[src/design/i2c_target_register_map_defines.svh]
// ----------------------------------------------------------------------------
// I2C target register map: assertion macros
// Shared macros for the concurrent checks of the register map block.
// ----------------------------------------------------------------------------
`ifndef I2C_TARGET_REGISTER_MAP_DEFINES_SVH
`define I2C_TARGET_REGISTER_MAP_DEFINES_SVH

// Same-cycle implication, clocked on clk and disabled during reset.
`define TRM_ASSERT_SAME(lbl, ante, cons) \
	lbl: assert property (@(posedge clk) disable iff (!arst_n) (ante) |-> (cons)) \
		else $error("register map check failed");

// Next-cycle implication, clocked on clk and disabled during reset.
`define TRM_ASSERT_NEXT(lbl, ante, cons) \
	lbl: assert property (@(posedge clk) disable iff (!arst_n) (ante) |=> (cons)) \
		else $error("register map check failed");

`endif

[src/design/i2ctrm_pkg.sv]
// ----------------------------------------------------------------------------
// I2C target register map package
// Types, codes and the identification strings of the register map.
// ----------------------------------------------------------------------------
package i2ctrm_pkg;

	localparam logic [1:0] OP_START = 2'd0;
	localparam logic [1:0] OP_BYTE  = 2'd1;
	localparam logic [1:0] OP_ACK   = 2'd2;

	localparam logic [1:0] REPLY_NONE = 2'd0;
	localparam logic [1:0] REPLY_ACK  = 2'd1;
	localparam logic [1:0] REPLY_NACK = 2'd2;

	localparam logic [1:0] PH_ADDR  = 2'd0;
	localparam logic [1:0] PH_REG   = 2'd1;
	localparam logic [1:0] PH_WRITE = 2'd2;
	localparam logic [1:0] PH_READ  = 2'd3;

	localparam logic [7:0] REG_VERSION = 8'h00;
	localparam logic [7:0] REG_VENDOR  = 8'h08;
	localparam logic [7:0] REG_PRODUCT = 8'h10;
	localparam logic [7:0] REG_ENABLES = 8'h42;
	localparam logic [7:0] REG_EN_CLR  = 8'h43;
	localparam logic [7:0] REG_EN_SET  = 8'h44;
	localparam logic [7:0] REG_DUTY    = 8'h50;
	localparam logic [7:0] DUTY_MASK   = 8'hFC;
	localparam logic [7:0] NO_REG      = 8'h80;

	localparam logic [6:0] DEV_ADDR_RESET = 7'd1;
	localparam logic [3:0] OFFSET_MAX     = 4'd15;

	localparam logic [63:0] STR_VERSION = 64'h56312E3020202020;
	localparam logic [63:0] STR_VENDOR  = 64'h545552544C4D4B52;
	localparam logic [63:0] STR_PRODUCT = 64'h495250464C494E4B;

	typedef struct packed {
		logic [1:0] opcode;
		logic [7:0] bus_byte;
		logic       master_nack;
	} req_t;

	typedef struct packed {
		logic valid;
		req_t item;
	} stage_t;

	typedef struct packed {
		logic [1:0] reply;
		logic       send_valid;
		logic [7:0] send_byte;
		logic [3:0] channel_enables;
		logic [7:0] duty_ch0;
		logic [7:0] duty_ch1;
		logic [7:0] duty_ch2;
		logic [7:0] duty_ch3;
	} rsp_t;

	function automatic logic reg_known(input logic [7:0] r);
		return r == REG_VERSION || r == REG_VENDOR || r == REG_PRODUCT ||
			r == REG_ENABLES || r == REG_EN_CLR || r == REG_EN_SET ||
			(r & DUTY_MASK) == REG_DUTY;
	endfunction

	function automatic logic reg_writable(input logic [7:0] r);
		return (r & DUTY_MASK) == REG_DUTY || r == REG_ENABLES ||
			r == REG_EN_CLR || r == REG_EN_SET;
	endfunction

	// Character of an identification string; the first character is the top byte.
	function automatic logic [7:0] msg_char(input logic [7:0] r, input logic [2:0] idx);
		logic [63:0] s;
		logic [5:0]  lsb;
		s   = (r == REG_VERSION) ? STR_VERSION :
			(r == REG_VENDOR) ? STR_VENDOR : STR_PRODUCT;
		lsb = {~idx, 3'b000};
		return s[lsb +: 8];
	endfunction

endpackage

[src/design/i2ctrm_if.sv]
// ----------------------------------------------------------------------------
// I2C target register map channel interfaces
// Bus event, result and configuration channels with valid and ready.
// ----------------------------------------------------------------------------
interface i2ctrm_req_if;
	logic       valid;
	logic       ready;
	logic [1:0] opcode;
	logic [7:0] bus_byte;
	logic       master_nack;
	modport source (output valid, opcode, bus_byte, master_nack, input ready);
	modport sink (input valid, opcode, bus_byte, master_nack, output ready);
endinterface

interface i2ctrm_rsp_if;
	logic       valid;
	logic       ready;
	logic [1:0] reply;
	logic       send_valid;
	logic [7:0] send_byte;
	logic [3:0] channel_enables;
	logic [7:0] duty_ch0;
	logic [7:0] duty_ch1;
	logic [7:0] duty_ch2;
	logic [7:0] duty_ch3;
	modport source (output valid, reply, send_valid, send_byte, channel_enables,
		duty_ch0, duty_ch1, duty_ch2, duty_ch3, input ready);
	modport sink (input valid, reply, send_valid, send_byte, channel_enables,
		duty_ch0, duty_ch1, duty_ch2, duty_ch3, output ready);
endinterface

interface i2ctrm_cfg_if;
	logic       valid;
	logic       ready;
	logic [6:0] data;
	modport source (output valid, data, input ready);
	modport sink (input valid, data, output ready);
endinterface

[src/design/i2ctrm_in_stage.sv]
// ----------------------------------------------------------------------------
// I2C target register map input stage
// Registers one bus event so that a new one can enter while a result waits.
// ----------------------------------------------------------------------------
module i2ctrm_in_stage (
	input  logic               clk,
	input  logic               arst_n,
	i2ctrm_req_if.sink         req,
	input  logic               advance,
	output i2ctrm_pkg::stage_t s1
);

	logic              valid_s1;
	i2ctrm_pkg::req_t  item_s1;

	assign req.ready = !valid_s1 || advance;

	always_ff @(posedge clk or negedge arst_n) begin
		if (!arst_n) begin
			valid_s1 <= 1'b0;
		end else if (req.ready) begin
			valid_s1 <= req.valid;
		end
	end

	always_ff @(posedge clk) begin
		if (req.valid && req.ready) begin
			item_s1.opcode      <= req.opcode;
			item_s1.bus_byte    <= req.bus_byte;
			item_s1.master_nack <= req.master_nack;
		end
	end

	assign s1.valid = valid_s1;
	assign s1.item  = item_s1;

endmodule

[src/design/i2ctrm_engine.sv]
// ----------------------------------------------------------------------------
// I2C target register map engine
// Holds the bus phase and register state, decodes one event a cycle while
// the result register is free or taken by rsp, and registers the result.
// ----------------------------------------------------------------------------
module i2ctrm_engine (
	input  logic               clk,
	input  logic               arst_n,
	i2ctrm_cfg_if.sink         cfg,
	input  i2ctrm_pkg::stage_t s1,
	output logic               advance,
	i2ctrm_rsp_if.source       rsp
);

	logic [6:0] dev_addr_q;
	logic [1:0] phase_q, phase_d;
	logic [7:0] ptr_q, ptr_d;
	logic [3:0] off_q, off_d;
	logic [3:0] en_q, en_d;
	logic [7:0] duty_q [4];
	logic [7:0] duty_d [4];
	logic       out_valid_q;
	i2ctrm_pkg::rsp_t out_q, res;

	logic [1:0] op;
	logic [7:0] b;
	logic [3:0] send_off;
	logic       do_send;
	logic [7:0] rd_byte;

	assign advance   = !out_valid_q || rsp.ready;
	assign cfg.ready = 1'b1;
	assign op        = s1.item.opcode;
	assign b         = s1.item.bus_byte;

	always_comb begin
		rd_byte = 8'h00;
		if (ptr_q == i2ctrm_pkg::REG_VERSION || ptr_q == i2ctrm_pkg::REG_VENDOR ||
			ptr_q == i2ctrm_pkg::REG_PRODUCT) begin
			if (!send_off[3]) begin
				rd_byte = i2ctrm_pkg::msg_char(ptr_q, send_off[2:0]);
			end
		end else if (send_off == 4'd0) begin
			if (ptr_q == i2ctrm_pkg::REG_ENABLES) begin
				rd_byte = {en_q, 4'h0};
			end else if ((ptr_q & i2ctrm_pkg::DUTY_MASK) == i2ctrm_pkg::REG_DUTY) begin
				rd_byte = duty_q[ptr_q[1:0]];
			end
		end
	end

	always_comb begin
		phase_d   = phase_q;
		ptr_d     = ptr_q;
		en_d      = en_q;
		duty_d    = duty_q;
		do_send   = 1'b0;
		send_off  = off_q;
		res.reply = i2ctrm_pkg::REPLY_NONE;
		case (op)
			i2ctrm_pkg::OP_START: begin
				phase_d = i2ctrm_pkg::PH_ADDR;
			end
			i2ctrm_pkg::OP_ACK: begin
				if (s1.item.master_nack) begin
					phase_d = i2ctrm_pkg::PH_ADDR;
					ptr_d   = i2ctrm_pkg::NO_REG;
				end else if (phase_q == i2ctrm_pkg::PH_READ) begin
					do_send = 1'b1;
				end
			end
			i2ctrm_pkg::OP_BYTE: begin
				unique case (phase_q)
					i2ctrm_pkg::PH_ADDR: begin
						if (b[7:1] != dev_addr_q) begin
							res.reply = i2ctrm_pkg::REPLY_NACK;
						end else if (b[0]) begin
							if (!ptr_q[7]) begin
								phase_d   = i2ctrm_pkg::PH_READ;
								res.reply = i2ctrm_pkg::REPLY_ACK;
								send_off  = 4'd0;
								do_send   = 1'b1;
							end else begin
								res.reply = i2ctrm_pkg::REPLY_NACK;
							end
						end else if (ptr_q[7]) begin
							phase_d   = i2ctrm_pkg::PH_REG;
							res.reply = i2ctrm_pkg::REPLY_ACK;
						end else if (i2ctrm_pkg::reg_writable(ptr_q)) begin
							phase_d   = i2ctrm_pkg::PH_WRITE;
							res.reply = i2ctrm_pkg::REPLY_ACK;
						end else begin
							res.reply = i2ctrm_pkg::REPLY_NACK;
						end
					end
					i2ctrm_pkg::PH_REG: begin
						phase_d = i2ctrm_pkg::PH_ADDR;
						if (i2ctrm_pkg::reg_known(b)) begin
							ptr_d     = b;
							res.reply = i2ctrm_pkg::REPLY_ACK;
						end else begin
							res.reply = i2ctrm_pkg::REPLY_NACK;
						end
					end
					i2ctrm_pkg::PH_WRITE: begin
						res.reply = i2ctrm_pkg::REPLY_ACK;
						if (ptr_q == i2ctrm_pkg::REG_ENABLES) begin
							en_d = b[7:4];
						end else if (ptr_q == i2ctrm_pkg::REG_EN_CLR) begin
							en_d = en_q & ~b[3:0];
						end else if (ptr_q == i2ctrm_pkg::REG_EN_SET) begin
							en_d = en_q | b[3:0];
						end else if ((ptr_q & i2ctrm_pkg::DUTY_MASK) ==
							i2ctrm_pkg::REG_DUTY) begin
							duty_d[ptr_q[1:0]] = b;
						end else begin
							res.reply = i2ctrm_pkg::REPLY_NACK;
						end
						phase_d = i2ctrm_pkg::PH_ADDR;
						ptr_d   = i2ctrm_pkg::NO_REG;
					end
					default: begin
						res.reply = i2ctrm_pkg::REPLY_NACK;
					end
				endcase
				if (res.reply == i2ctrm_pkg::REPLY_NACK) begin
					phase_d = i2ctrm_pkg::PH_ADDR;
					ptr_d   = i2ctrm_pkg::NO_REG;
				end
			end
			default: begin
			end
		endcase
		off_d = send_off;
		if (do_send && send_off != i2ctrm_pkg::OFFSET_MAX) begin
			off_d = send_off + 4'd1;
		end
		res.send_valid      = do_send;
		res.send_byte       = do_send ? rd_byte : 8'h00;
		res.channel_enables = en_d;
		res.duty_ch0        = duty_d[0];
		res.duty_ch1        = duty_d[1];
		res.duty_ch2        = duty_d[2];
		res.duty_ch3        = duty_d[3];
	end

	always_ff @(posedge clk or negedge arst_n) begin
		if (!arst_n) begin
			dev_addr_q <= i2ctrm_pkg::DEV_ADDR_RESET;
		end else if (cfg.valid) begin
			dev_addr_q <= cfg.data;
		end
	end

	always_ff @(posedge clk or negedge arst_n) begin
		if (!arst_n) begin
			phase_q     <= i2ctrm_pkg::PH_ADDR;
			ptr_q       <= i2ctrm_pkg::NO_REG;
			off_q       <= 4'd0;
			en_q        <= 4'd0;
			duty_q      <= '{default: 8'h00};
			out_valid_q <= 1'b0;
		end else if (advance) begin
			out_valid_q <= s1.valid;
			if (s1.valid) begin
				phase_q <= phase_d;
				ptr_q   <= ptr_d;
				off_q   <= off_d;
				en_q    <= en_d;
				duty_q  <= duty_d;
			end
		end
	end

	always_ff @(posedge clk) begin
		if (advance && s1.valid) begin
			out_q <= res;
		end
	end

	assign rsp.valid           = out_valid_q;
	assign rsp.reply           = out_q.reply;
	assign rsp.send_valid      = out_q.send_valid;
	assign rsp.send_byte       = out_q.send_byte;
	assign rsp.channel_enables = out_q.channel_enables;
	assign rsp.duty_ch0        = out_q.duty_ch0;
	assign rsp.duty_ch1        = out_q.duty_ch1;
	assign rsp.duty_ch2        = out_q.duty_ch2;
	assign rsp.duty_ch3        = out_q.duty_ch3;

endmodule

[src/design/i2c_target_register_map.sv]
// ----------------------------------------------------------------------------
// I2C target register map
// Byte-level I2C target with a register pointer, identification strings,
// channel enables and four PWM duty bytes.
// ----------------------------------------------------------------------------
//  Channel  Dir  Transaction
//  req      in   one bus event: start, byte from master or acknowledge bit
//  rsp      out  one result per event: reply, byte to send, register snapshot
//  cfg      in   write of the seven-bit device address, always ready
//
//  Each event passes from acceptance to result through an input register
//  and a result register with one step of decode logic between them.
//  One transaction per cycle is sustained in both directions while rsp is ready.
//  When rsp stalls, req still takes one more event if the input register is empty.
//  Reset is asynchronous and leaves no clearing pass; the block is ready at once.
// ----------------------------------------------------------------------------
`include "i2c_target_register_map_defines.svh"

module i2c_target_register_map (
	input  logic          clk,
	input  logic          arst_n,
	i2ctrm_req_if.sink    req,
	i2ctrm_rsp_if.source  rsp,
	i2ctrm_cfg_if.sink    cfg
);

	i2ctrm_pkg::stage_t s1;
	logic               advance;

	i2ctrm_in_stage u_in_stage (
		.clk     (clk),
		.arst_n  (arst_n),
		.req     (req),
		.advance (advance),
		.s1      (s1)
	);

	i2ctrm_engine u_engine (
		.clk     (clk),
		.arst_n  (arst_n),
		.cfg     (cfg),
		.s1      (s1),
		.advance (advance),
		.rsp     (rsp)
	);

	`TRM_ASSERT_NEXT(a_accept_loads_stage, req.valid && req.ready, s1.valid)
	`TRM_ASSERT_NEXT(a_stage_held_on_stall, s1.valid && !advance, s1.valid && $stable(s1.item))
	`TRM_ASSERT_SAME(a_send_not_refused, rsp.valid && rsp.send_valid, rsp.reply != i2ctrm_pkg::REPLY_NACK)
	`TRM_ASSERT_SAME(a_idle_byte_zero, rsp.valid && !rsp.send_valid, rsp.send_byte == 8'h00)

endmodule
[src/flat_wrapper.sv]
// flat-port wrapper written by rule: the top's interface ports become plain ports
module i2c_target_register_map_flat 
  (clk, arst_n, req_valid, req_opcode, req_bus_byte, req_master_nack, req_ready, rsp_valid, rsp_reply, rsp_send_valid, rsp_send_byte, rsp_channel_enables, rsp_duty_ch0, rsp_duty_ch1, rsp_duty_ch2, rsp_duty_ch3, rsp_ready, cfg_valid, cfg_data, cfg_ready);
  i2ctrm_req_if req_i ();
  i2ctrm_rsp_if rsp_i ();
  i2ctrm_cfg_if cfg_i ();
  input  logic clk;
  input  logic arst_n;
  input wire logic [$bits(req_i.valid)-1:0] req_valid;
  input wire logic [$bits(req_i.opcode)-1:0] req_opcode;
  input wire logic [$bits(req_i.bus_byte)-1:0] req_bus_byte;
  input wire logic [$bits(req_i.master_nack)-1:0] req_master_nack;
  output wire logic [$bits(req_i.ready)-1:0] req_ready;
  output wire logic [$bits(rsp_i.valid)-1:0] rsp_valid;
  output wire logic [$bits(rsp_i.reply)-1:0] rsp_reply;
  output wire logic [$bits(rsp_i.send_valid)-1:0] rsp_send_valid;
  output wire logic [$bits(rsp_i.send_byte)-1:0] rsp_send_byte;
  output wire logic [$bits(rsp_i.channel_enables)-1:0] rsp_channel_enables;
  output wire logic [$bits(rsp_i.duty_ch0)-1:0] rsp_duty_ch0;
  output wire logic [$bits(rsp_i.duty_ch1)-1:0] rsp_duty_ch1;
  output wire logic [$bits(rsp_i.duty_ch2)-1:0] rsp_duty_ch2;
  output wire logic [$bits(rsp_i.duty_ch3)-1:0] rsp_duty_ch3;
  input wire logic [$bits(rsp_i.ready)-1:0] rsp_ready;
  input wire logic [$bits(cfg_i.valid)-1:0] cfg_valid;
  input wire logic [$bits(cfg_i.data)-1:0] cfg_data;
  output wire logic [$bits(cfg_i.ready)-1:0] cfg_ready;
  assign req_i.valid = req_valid;
  assign req_i.opcode = req_opcode;
  assign req_i.bus_byte = req_bus_byte;
  assign req_i.master_nack = req_master_nack;
  assign req_ready = req_i.ready;
  assign rsp_valid = rsp_i.valid;
  assign rsp_reply = rsp_i.reply;
  assign rsp_send_valid = rsp_i.send_valid;
  assign rsp_send_byte = rsp_i.send_byte;
  assign rsp_channel_enables = rsp_i.channel_enables;
  assign rsp_duty_ch0 = rsp_i.duty_ch0;
  assign rsp_duty_ch1 = rsp_i.duty_ch1;
  assign rsp_duty_ch2 = rsp_i.duty_ch2;
  assign rsp_duty_ch3 = rsp_i.duty_ch3;
  assign rsp_i.ready = rsp_ready;
  assign cfg_i.valid = cfg_valid;
  assign cfg_i.data = cfg_data;
  assign cfg_ready = cfg_i.ready;
  i2c_target_register_map u_core (.clk(clk), .arst_n(arst_n), .req(req_i), .rsp(rsp_i), .cfg(cfg_i));
endmodule
[config.mk]
export PLATFORM = sky130hd
export DESIGN_NAME = i2c_target_register_map_flat
export DESIGN_NICKNAME = d
export VERILOG_FILES = /design/src/design/i2ctrm_pkg.sv /design/src/design/i2ctrm_if.sv /design/src/design/i2ctrm_in_stage.sv /design/src/design/i2ctrm_engine.sv /design/src/design/i2c_target_register_map.sv /design/src/flat_wrapper.sv
export VERILOG_INCLUDE_DIRS = /design/src /design/src/design
export SDC_FILE = /design/constraint.sdc
export NUM_CORES = 1
export LEC_CHECK = 0
export BUFFER_PORTS_ARGS = -buffer_cell sky130_fd_sc_hd__buf_2
export CAP_MARGIN = 20
export CORE_ASPECT_RATIO = 1.4
export CORE_MARGIN = 10
export CORE_UTILIZATION = 30
export DETAILED_ROUTE_END_ITERATION = 16
export GPL_TIMING_DRIVEN = 1
export PLACE_DENSITY_LB_ADDON = 0.1
export SLEW_MARGIN = 20
export SYNTH_ARGS = -nofsm -noshare
export SYNTH_HDL_FRONTEND = slang
export SYNTH_SLANG_ARGS = --single-unit
[constraint.sdc]
create_clock -name clk -period 2.8 [get_ports clk]
set_clock_uncertainty 0.2 [all_clocks]
set_input_delay 0.56 -clock clk [delete_from_list [all_inputs] [get_ports clk]]
set_output_delay 0.56 -clock clk [all_outputs]
set_load 0.05 [all_outputs]
==> impl_metrics.tcl <==
set metrics [dict create \
    status "finished, final reports clean" \
    clock-sinks 117 \
    yosysWarnings 0 \
    synth_fp_nets 500 \
    fp.dieH_um 188.7 \
    grt_pass1_vias 4161 \
    grt_max_degree 89 \
    worstSetupStartpoint "u_core.u_engine.dev_addr_q[0]" \
    critPathMaxStageDelay_ns 0.54 \
    gr-total-overflow 0 \
    cp_slowest_cell "dfstp_2" \
    async_reset_ff_share_pct 50.43 \
    synth_area_um2 6100 \
    die_w_um 140.5 \
    cts_buffers 17 \
    wirelength_mm 15.48 \
    power_switching_w 0.001155 \
    die_area_um2 26520 \
    start_util_pct 30.62 \
    swShare_pct 25.63 \
    wl_per_cell_um 18.90 \
    grt_pass1_wl_mm 24.21 \
    area_growth_pct 22.22 \
    seqPwrFrac_pct 42.5 \
    dpl_cell_area_um2 6859 \
    multi_input_comb_area_um2 2689 \
    core_area_um2 19920 \
    vias_per_cell 4.911 \
    ir_drop_uv 387.2 \
    port_buffers 71 \
    hp-class "primary input to flop" \
    nets 591 \
    nFillCells 1907 \
    stdcell_area_um2 7455 \
    min_from "req_bus_byte[2]" \
    required_ns 2.77 \
    rows 61 \
    finalHoldViolCount 0 \
    drt_iter0_markers 236 \
    total_power_w 0.004505 \
    timing.rr.start "u_core.u_engine.dev_addr_q[0]" \
    netlist_instances 463 \
    critPathKind "flop to flop" \
    crit_chain "xor2_1 -> nor4_4 -> nand4_2 -> nand2_1 -> inv_1 -> ha_1 -> nor2_1 -> a31oi_1 -> o2bb2ai_1 -> o21ai_1 -> a21oi_1" \
    hpwlAfterDp_mm 10.86 \
    yosys-top-cells-count "edfxtp_1, dfrtp_1, mux2_4, nand2_1, mux2_2" \
    io_pins 73 \
    cts_buffer_depth 2 \
    power_frac_clock_pct 47.3 \
    clock_latency_ns 0.42 \
    diodes 0 \
    route.antenna.remaining_nets 0 \
    r2r_setup_slack_ns 0.12 \
    synthTopCellsByArea "edfxtp_1, dfrtp_1, mux2_4" \
    cts_tree "yes" \
    fmax_mhz 373.1 \
    endpoint_kind "flop" \
    period_minus_slack_ns 2.680 \
    synth_flop_cell "edfxtp_1" \
    startpoint_type "flop" \
    gp_congestion 0.8165 \
    path_max_fanout 5 \
    avgSynthCellArea_um2 13.17 \
    slew_violations 0 \
    period_share_pct 95.73 \
    dr.pass1.iters 4 \
    slew_headroom_pct 63.93 \
    p_int_w 0.003350 \
    layout-drive-gt1-share_pct 40.56 \
    setup_viol 0 \
    synth.largest_area_cell "edfxtp_1" \
    power_leakage_nw 3.388 \
    ys_ff_latch 117 \
    cts_root_buf "clkbuf_16" \
    clkTransAtPathRegs_ns 0.06 \
    antenna_found_initial 0 \
    synth_top_cell_area_share_pct 28.55 \
    p_per_area_nw_per_um2 604.3 \
    tightestPinTransition_ns 0.5410 \
    drv_cap 0 \
    num_vias 4022 \
    synth_cell_types 82 \
    pwr-share-comb_pct 10.2 \
    synth_most_common_cell "edfxtp_1" \
    grt_usage_pct 11.68 \
    arrival_ns 2.65 \
    drcViolationCount 0 \
    htreeDepth 4 \
    register_area_um2 3221 \
    synth_enable_flop_cells 58 \
    synth_seq_area_share_pct 52.80 \
]
==> cell type report <==
| class | instances | share of cell area, % |
|---|---|---|
| sequential | 117 | 43.20 |
| multi-input combinational | 303 | 36.07 |
| timing repair buffer | 100 | 8.056 |
| clock buffer | 23 | 6.277 |
| tap | 252 | 4.230 |
| clock inverter | 9 | 1.393 |
| inverter | 15 | 0.7721 |
==> power by group through the flow <==
stage | Clock [W] | Sequential (W) | Combinational, W
final | 0.00213 | 0.00192 | 0.000458
after global routing | 0.00225 | 0.00192 | 0.000489
after CTS | 0.00217 | 0.00192 | 0.000469
after detailed placement | 0 | 0.00195 | 0.000466
after global placement | 0 | 0.00195 | 0.000465
after floorplan | 0 | 0.00209 | 0.000163
==> layer usage <==
metal  GRT usage, %  part of all wire [%]  vias up
met5              0                     0        -
met4          4.538                   1.5        0
met3          2.869                   4.1       13
met2          20.04                    52       86
met1          13.61                    42     2023
li1               -                     -     1900
==> state kept, by name (all words and copies together), names as in the netlist <==
name and flops:
u_core.u_engine.rsp.duty_ch2 8, u_core.u_engine.rsp.send_valid 1, u_core.u_engine.ptr_q 8, u_core.u_engine.en_q 4, u_core.u_engine.rsp.channel_enables 4, u_core.u_engine.rsp.send_byte 8
u_core.u_engine.phase_q 2, u_core.u_engine.dev_addr_q 7, u_core.u_engine.duty_q 32, u_core.u_engine.off_q 4, u_core.u_in_stage.s1 11, u_core.u_engine.rsp.valid 1
u_core.u_engine.rsp.duty_ch0 8, u_core.u_engine.rsp.reply 2, u_core.u_engine.rsp.duty_ch3 8, u_core.u_engine.rsp.duty_ch1 8, u_core.u_in_stage.valid_s1 1
==> worst paths after layout <==
path                       cells after the start                          endpoint
setup / recovery                              11  u_core.u_engine.rsp.send_byte[0]
hold / removal                                 1           u_core.u_in_stage.s1[3]
setup reg to reg                              11  u_core.u_engine.rsp.send_byte[0]
hold reg to reg                                1         u_core.u_engine.rsp.valid
max in group asynchronous                      3          u_core.u_engine.ptr_q[7]
min in group asynchronous                      3     u_core.u_engine.dev_addr_q[5]
==> cell families (layout without fill, tap and decap cells) <==
kind of cell             Yosys count  count (layout)  synth area share [%]
AND/OR/NAND/NOR                  117             117                 11.24
other                              1               1               0.06148
flip-flops                       117             117                 52.80
XOR/XNOR                           8               8                 1.149
adder cells (fa/ha/maj)           14              14                 2.872
buffers and inverters             43             147                 3.221
AO/OA/AOI/OAI                     87              87                 10.69
multiplexers                      76              76                 17.97
==> through the flow <==
step / utilization [%] / setup WS, ns / hold WS, ns / cells / TNS (ns)
6_report: 37.42 / 0.1197 / 0.1176 / 819 / 0
2_1_floorplan: - / 0.04149 / 0.06441 / 463 / 0
4_1_cts: 37.36 / 0.05680 / 0.1017 / 818 / 0
3_3_place_gp: 34.43 / 0.06195 / 0.2689 / 785 / 0
3_5_place_dp: 34.43 / 0.01460 / 0.2812 / 785 / 0
5_1_grt: 37.42 / -0.002246 / 0.1017 / 819 / -0.002246
==> cells in the final DEF, fill, tap and decap left out, drive strengths merged, types with 13 or more instances in the layout <==
cell    Yosys  routed
nor2       25      25
ha         14      14
buf        17      99
dfrtp      57      57
mux2       68      68
clkbuf     11      23
inv        14      14
edfxtp     58      58
a21oi      19      19
o21ai      13      13
nand2      41      41
==> critical path, delay by kind of cell (launching register included) <==
family | cells | cell delay (ns)
AOI/OAI and AO/OA | 4 | 0.40
adders and majority gates | 1 | 0.21
buffers and inverters | 1 | 0.12
xor gates and xnor gates | 1 | 0.09
and+or+nand+nor | 4 | 0.86
DFF | 1 | 0.54
==> repair_timing <==
item	4_1_cts	5_1_grt
setup buffers	0	1
pin swaps	0	2
hold endpoints to repair	57	0
hold buffers	1	0
gates resized for setup	1	1
setup endpoints to repair	6	10
No activity file was read; power rests on OpenSTA's default activity.
